**config.mk**
```make
export PLATFORM = sky130hd
export DESIGN_NAME = segi_div
export DESIGN_NICKNAME = d
export VERILOG_FILES = /design/src/hdl/segment_intersection_top_macros.svh /design/src/hdl/segi_pkg.sv /design/src/hdl/segi_div.sv
export SDC_FILE = /design/constraint.sdc
export NUM_CORES = 2
export LEC_CHECK = 0
export BUFFER_PORTS_ARGS = -buffer_cell sky130_fd_sc_hd__buf_2
export CORE_UTILIZATION = 60
export DETAILED_ROUTE_END_ITERATION = 6
export MAX_ROUTING_LAYER = met4
export PLACE_DENSITY = 0.81
export SKIP_LAST_GASP = 1
export SLEW_MARGIN = 20
export SYNTH_ARGS = -nofsm -noshare
export SYNTH_HDL_FRONTEND = slang
export SYNTH_SLANG_ARGS = --single-unit
```
**constraint.sdc**
```tcl
create_clock -name clk -period 4.1 [get_ports clk]
set_input_delay 0.615 -clock clk [delete_from_list [all_inputs] [get_ports clk]]
set_output_delay 0.615 -clock clk [all_outputs]
set_load 0.01 [all_outputs]
```
**src/hdl/segment_intersection_top_macros.svh**
```systemverilog
// assertion macros for the segment intersection block
`ifndef SEGMENT_INTERSECTION_TOP_MACROS_SVH
`define SEGMENT_INTERSECTION_TOP_MACROS_SVH

// same-cycle implication, clocked on clk, off during reset
`define SEGI_CHECK(lbl, ante, cons, msg) \
	lbl: assert property (@(posedge clk) disable iff (!arst_n) (ante) |-> (cons)) \
		else $error(msg);

// next-cycle implication
`define SEGI_CHECK_NEXT(lbl, ante, cons, msg) \
	lbl: assert property (@(posedge clk) disable iff (!arst_n) (ante) |=> (cons)) \
		else $error(msg);

`endif

```
**src/hdl/segi_pkg.sv**
```systemverilog
// shared constants for the segment intersection block
package segi_pkg;

	localparam int COORD_WIDTH = 32;
	localparam int T_FRAC_BITS = 16;

	localparam logic [1:0] KIND_CROSS  = 2'd0;
	localparam logic [1:0] KIND_INSIDE = 2'd1;
	localparam logic [1:0] KIND_ORIGIN = 2'd2;

endpackage

```
**src/hdl/segi_div.sv**
```systemverilog
// pipelined restoring divider, one quotient bit per stage, with sideband
module segi_div #(
	parameter int NW = 67,
	parameter int FB = segi_pkg::T_FRAC_BITS,
	parameter int SW = 8
) (
	input  logic          clk,
	input  logic          arst_n,
	input  logic          en,
	input  logic          in_valid,
	input  logic [NW-1:0] num,
	input  logic [NW-1:0] den,
	input  logic [SW-1:0] side_in,
	output logic          out_valid,
	output logic [FB:0]   quo,
	output logic [SW-1:0] side_out
);
	localparam int RW = NW + 1;

	logic [RW-1:0] rem_s  [0:FB-1];
	logic [NW-1:0] den_s  [0:FB-1];
	logic [FB:0]   quo_s  [0:FB];
	logic [SW-1:0] side_s [0:FB];
	logic [FB:0]   vld_s;

	// first step takes the integer bit
	always_ff @(posedge clk) begin
		if (en) begin
			if (num >= den) begin
				rem_s[0] <= RW'(num - den);
				quo_s[0] <= (FB+1)'(1);
			end else begin
				rem_s[0] <= RW'(num);
				quo_s[0] <= '0;
			end
			den_s[0]  <= den;
			side_s[0] <= side_in;
		end
	end

	always_ff @(posedge clk or negedge arst_n) begin
		if (!arst_n) begin
			vld_s <= '0;
		end else if (en) begin
			vld_s <= {vld_s[FB-1:0], in_valid};
		end
	end

	for (genvar k = 1; k <= FB; k++) begin : g_step
		logic [RW-1:0] shifted;
		logic          ge;
		// remainder stays below den, so the shift fits
		assign shifted = {rem_s[k-1][NW-1:0], 1'b0};
		assign ge      = shifted >= {1'b0, den_s[k-1]};
		always_ff @(posedge clk) begin
			if (en) begin
				quo_s[k]  <= {quo_s[k-1][FB-1:0], ge};
				side_s[k] <= side_s[k-1];
			end
		end
		// the last step needs no remainder
		if (k < FB) begin : g_carry
			always_ff @(posedge clk) begin
				if (en) begin
					rem_s[k] <= ge ? shifted - {1'b0, den_s[k-1]} : shifted;
					den_s[k] <= den_s[k-1];
				end
			end
		end
	end

	assign out_valid = vld_s[FB];
	assign quo       = quo_s[FB];
	assign side_out  = side_s[FB];
endmodule
```
==> impl.org <==
** Run status
- The flow ran to the end, but the final reports show violations.
- Violations in the final reports :: setup timing

** Setup path
- Along the worst path, the maximum fanout reaches 8.
- The worst setup path is of the reg -> reg kind.
- Path depth of the worst reg2reg path :: 17
- The worst register-to-register path begins at rem_s[0][209].
- Worst-case register-to-register setup slack :: -190 ps
- Data on the critical path arrives at its endpoint at 4910 ps.
- Worst reg2reg path endpoint :: rem_s[0][289]
- Endpoint required time on the critical path :: 4720 ps
- STA classifies the critical path endpoint as a flop.
- STA classifies the critical path startpoint as a flop.

** Place
- Final weighted congestion in routability-driven placement :: 1.031
- After legalization and detailed placement, the total HPWL measured 318,500 µm.
- Placed Area :: approximately 0.17 mm²
- Count of placed standard cells including taps :: 19,884
- Count of buffers inserted at the top-level ports :: roughly 170
- Minimum setup slack after placement :: -722.4 ps

** Die
- Measured along the x axis, the die boundary spans 506.8 µm.
- Die H :: slightly above 500 µm
- The floorplan has 184 rows.
- In this run the standard cell core region covers 0.2523 mm².
- The die covers between 0.2 and 0.3 mm².
- Number of top-level design ports :: 172
- Starting utilization of the core area :: between 60 and 70%

** STA
- For the final database, setup skew stands at 120.2 ps.
- Adding up every negative setup slack in the final design gives -11,950 ps.
- Hold timing on the final database bottoms out at a slack of 56.19 ps.
- The final critical path takes up 104.7% of the cycle.
- Achievable frequency :: 233.0 MHz
- At the pin with the least slew margin, the transition time is between 1000 and 1500 ps.
- Number of max-slew violations in the final report :: 0
- Max transition margin :: ~3.0%
- Across all setup checks in the final design, the least slack found is -191.5 ps.
- Setup violations remaining at the end of the flow were counted as 139.
- The number of endpoints with negative hold slack in the final report was 0.
- Counting I/O delays and the setup requirement, the final critical path takes 4291 ps.
- RSZ-0062 raised after global routing :: yes

** Synthesis
- Main synth FF type :: sky130_fd_sc_hd__edfxtp_1
- Synthesis handed over a netlist of 14,950 instances.
- Number of warnings reported in the yosys synthesis log :: 0
- Net count after synthesis :: 16,250
- Number of library cell types mapped by synthesis :: 116
- Average size of a mapped cell :: roughly 10 µm²
- Synthesis inferred 2,450 register bits.
- Mapped cell area :: 0.1529 mm²
- In the synthesized netlist the async set-or-reset flop fraction comes to 0.6939%.
- Sequential cells were found to cover around half of the synthesized design area.
- In this run, synthesis inferred 2,433 flip-flops with an integrated enable.

** Clocking
- Clock-pin slew was measured on the worst setup and hold paths at 70 ps.
- TritonCTS clock tree :: yes
- The tree built by TritonCTS fans out to 2,450 sinks.
- Buffers from clock root to sink, at most :: 4
- The H-tree was split into 5 levels.
- The cell sitting at the root of the clock tree is a sky130_fd_sc_hd__clkbuf_16.
- Buffers inserted during clock tree synthesis total between 200 and 300.
- For the worst-skew pair, the clock arrives at the later sink with an insertion delay of 990 ps.

** Routing
- ANT nets after route :: 0
- Dividing the detail-routed wire length by the instance count gives approximately 21 µm.
- Residual DRC count :: 0
- Post-detailed-routing wire length :: 426,500 µm
- The detailed router finished its first iteration with between 9,000 and 10,000 violations.
- After detailed routing, the number of vias per cell comes to 5.905.
- The final route contains 121,708 vias.
- For this run, the detailed router's first-pass iteration total came to 6.

** Finish
- Area of all placed cells without fillers :: roughly 0.18 mm²
- Cell Count, Final, Fillers Out :: 20,612
- At the end of the flow, the number of nets in the layout was 18,356.
- Fraction of layout cells with a size suffix above 1 :: 20.08%
- Layout overhead on the synthesized area :: 20.83%
- After filler insertion, the fill cell instance count of the layout stands at ~18,000.
- Cells fill approximately three quarters of the core in the end.

** Power and ir drop
- The design draws 152.4 mW.
- Cell leakage power :: 79.75 nW
- Across the VDD grid, the largest voltage drop is 0.4887 mV.
- Pwr/cell area :: 825.2 mW/mm²

** Global route
- Via count of the first global-routing pass :: 122,790
- The first global-routing pass estimated about 630,000 µm of wire.
- The number of antenna violations at the first check in global routing came to 4.
- Overall global routing resource usage :: about 32%
- The total overflow left after global routing is 0.
- Entering global routing, the biggest net connects 157 pins.

** Min path
- Hold EP :: rem_s[0][56]
- Cell count of the worst hold path :: 3
- The tightest min-delay check is of the in -> reg type.
- Min-delay src :: num[56]

** Run
- Max-capacitance violation count :: 0
-- cells in the final DEF (no fill, tap or decap), types with 213 or more instances in the layout --
cell type,netlist,routed
sky130_fd_sc_hd__a21oi_1,1565,1519
sky130_fd_sc_hd__ha_1,1138,1113
sky130_fd_sc_hd__nand2_1,1206,1202
sky130_fd_sc_hd__edfxtp_1,2433,2433
sky130_fd_sc_hd__a21o_1,691,690
sky130_fd_sc_hd__nand3_1,214,213
sky130_fd_sc_hd__inv_1,1404,1397
sky130_fd_sc_hd__nor2_1,899,895
sky130_fd_sc_hd__o21ai_0,996,974
sky130_fd_sc_hd__xnor2_1,589,589
sky130_fd_sc_hd__buf_4,14,2005
sky130_fd_sc_hd__nand4_1,298,298
sky130_fd_sc_hd__xor2_1,411,411
sky130_fd_sc_hd__mux2_2,350,312
sky130_fd_sc_hd__clkbuf_16,0,305
-- state kept, by name (all words and copies together) (netlist names) --
register / flops
side_s: 136
den_s: 1072
rem_s: 1072
vld_s: 17
quo_s: 153
-- cells by family (layout without fill, tap and decap cells) --
| group | count (synthesis) | count (layout) | synth area share, % |
|---|---|---|---|
| AO/OA/AOI/OAI | 4426 | 4428 | 17.91 |
| XOR/XNOR | 1000 | 1000 | 5.729 |
| adder cells (fa/ha/maj) | 1154 | 1154 | 9.523 |
| buffers and inverters | 1990 | 4288 | 5.018 |
| flip-flops | 2450 | 2450 | 48.07 |
| multiplexers | 375 | 375 | 2.797 |
| other | 0 | 14 | 0 |
| AND/OR/NAND/NOR | 3555 | 3555 | 10.96 |
-- cells in the mapped netlist, types with 26 or more instances --
cell type / number / share of area, %
sky130_fd_sc_hd__a2111oi_0: 27 / 0.15
sky130_fd_sc_hd__a211o_1: 26 / 0.15
sky130_fd_sc_hd__a211oi_1: 81 / 0.40
sky130_fd_sc_hd__a21boi_0: 44 / 0.22
sky130_fd_sc_hd__a21o_1: 691 / 3.4
sky130_fd_sc_hd__a21oi_1: 1565 / 5.1
sky130_fd_sc_hd__a221oi_1: 30 / 0.17
sky130_fd_sc_hd__a31o_2: 26 / 0.15
sky130_fd_sc_hd__a31oi_1: 164 / 0.67
sky130_fd_sc_hd__and2_1: 72 / 0.29
sky130_fd_sc_hd__and3_1: 121 / 0.50
sky130_fd_sc_hd__and4_1: 29 / 0.17
sky130_fd_sc_hd__buf_2: 86 / 0.28
sky130_fd_sc_hd__clkbuf_1: 456 / 1.1
sky130_fd_sc_hd__edfxtp_1: 2433 / 48
sky130_fd_sc_hd__ha_1: 1138 / 9.3
sky130_fd_sc_hd__inv_1: 1404 / 3.4
sky130_fd_sc_hd__mux2_2: 350 / 2.6
sky130_fd_sc_hd__nand2_1: 1206 / 3.0
sky130_fd_sc_hd__nand2b_1: 158 / 0.65
sky130_fd_sc_hd__nand3_1: 214 / 0.70
sky130_fd_sc_hd__nand4_1: 298 / 1.2
sky130_fd_sc_hd__nor2_1: 899 / 2.2
sky130_fd_sc_hd__nor2b_1: 149 / 0.61
sky130_fd_sc_hd__nor3_1: 169 / 0.55
sky130_fd_sc_hd__nor4_1: 53 / 0.22
sky130_fd_sc_hd__o211ai_1: 56 / 0.27
sky130_fd_sc_hd__o21a_1: 121 / 0.59
sky130_fd_sc_hd__o21ai_0: 996 / 3.3
sky130_fd_sc_hd__o21ai_1: 40 / 0.13
sky130_fd_sc_hd__o21bai_1: 175 / 0.86
sky130_fd_sc_hd__o31a_1: 28 / 0.16
sky130_fd_sc_hd__o31ai_1: 66 / 0.32
sky130_fd_sc_hd__o41ai_1: 31 / 0.18
sky130_fd_sc_hd__or2_2: 44 / 0.18
sky130_fd_sc_hd__or3_1: 46 / 0.19
sky130_fd_sc_hd__xnor2_1: 589 / 3.4
sky130_fd_sc_hd__xor2_1: 411 / 2.4
-- worst max-delay path by stage --
| stage | from | to | slack (ps) | depth (start not counted) |
|---|---|---|---|---|
| after floorplan | den[21] | rem_s[0][18] | 270 | 14 |
| after global placement | den[5] | rem_s[0][55] | -650 | 16 |
| after detailed placement | den[1] | rem_s[0][55] | -720 | 17 |
| after CTS | den_s[4][68] | rem_s[1][145] | -30 | 20 |
| after global routing | rem_s[0][209] | rem_s[0][289] | -320 | 17 |
| final | rem_s[0][209] | rem_s[0][289] | -190 | 17 |
-- per-layer routing --
layer  vias up  track usage (%)  part of all wire (%)
met2      4301            59.57                    53
met4         0            23.29                   8.9
met5         -                -                     0
met1     57075            31.17                    34
li1      58732                -                     -
met3      1600            3.325                   4.1
-- layout make-up --
cell class	count	area (µm²)	share of cell area, %
Multi-Input combinational cell	10512	73850	39.98
Tap cell	3348	4189	2.268
Clock inverter	130	1161	0.6285
Inverter	1405	5274	2.855
Timing Repair Buffer	2401	19240	10.41
Sequential cell	2450	73490	39.78
Clock buffer	352	7498	4.059
Antenna cell	14	35.03	0.01896
-- critical path, stage by stage (launching register included) --
cell,delay [ps]
sky130_fd_sc_hd__edfxtp_1,400
sky130_fd_sc_hd__ha_1,330
sky130_fd_sc_hd__buf_4,160
sky130_fd_sc_hd__o21ai_0,340
sky130_fd_sc_hd__a21oi_1,190
sky130_fd_sc_hd__o41ai_2,100
sky130_fd_sc_hd__nand2_1,180
sky130_fd_sc_hd__a21o_4,280
sky130_fd_sc_hd__o21ai_4,260
sky130_fd_sc_hd__o311ai_4,140
sky130_fd_sc_hd__a22oi_4,250
sky130_fd_sc_hd__o21ai_4,90
sky130_fd_sc_hd__a311oi_4,310
sky130_fd_sc_hd__o41ai_4,100
sky130_fd_sc_hd__buf_4,150
sky130_fd_sc_hd__buf_12,140
sky130_fd_sc_hd__buf_16,160
sky130_fd_sc_hd__mux2_4,290
-- what timing repair did --
| item | in CTS | in global routing |
|---|---|---|
| gates cloned | 5 | 19 |
| endpoints found under the setup margin | 629 | 821 |
| hold buffers | 104 | 0 |
| pin swaps | 34 | 112 |
| endpoints found under the hold margin | 120 | 0 |
| setup buffers | 28 | 82 |
| gates resized for setup | 118 | 329 |
-- report_power, final --
group	internal (mW)	total (mW)	switching, mW
logic	40.0	86.3	46.4
clock network	14.0	23.9	9.91
registers	38.1	42.2	4.14
total	92.0	152	60.4
Power figures use the tool's default switching activity.
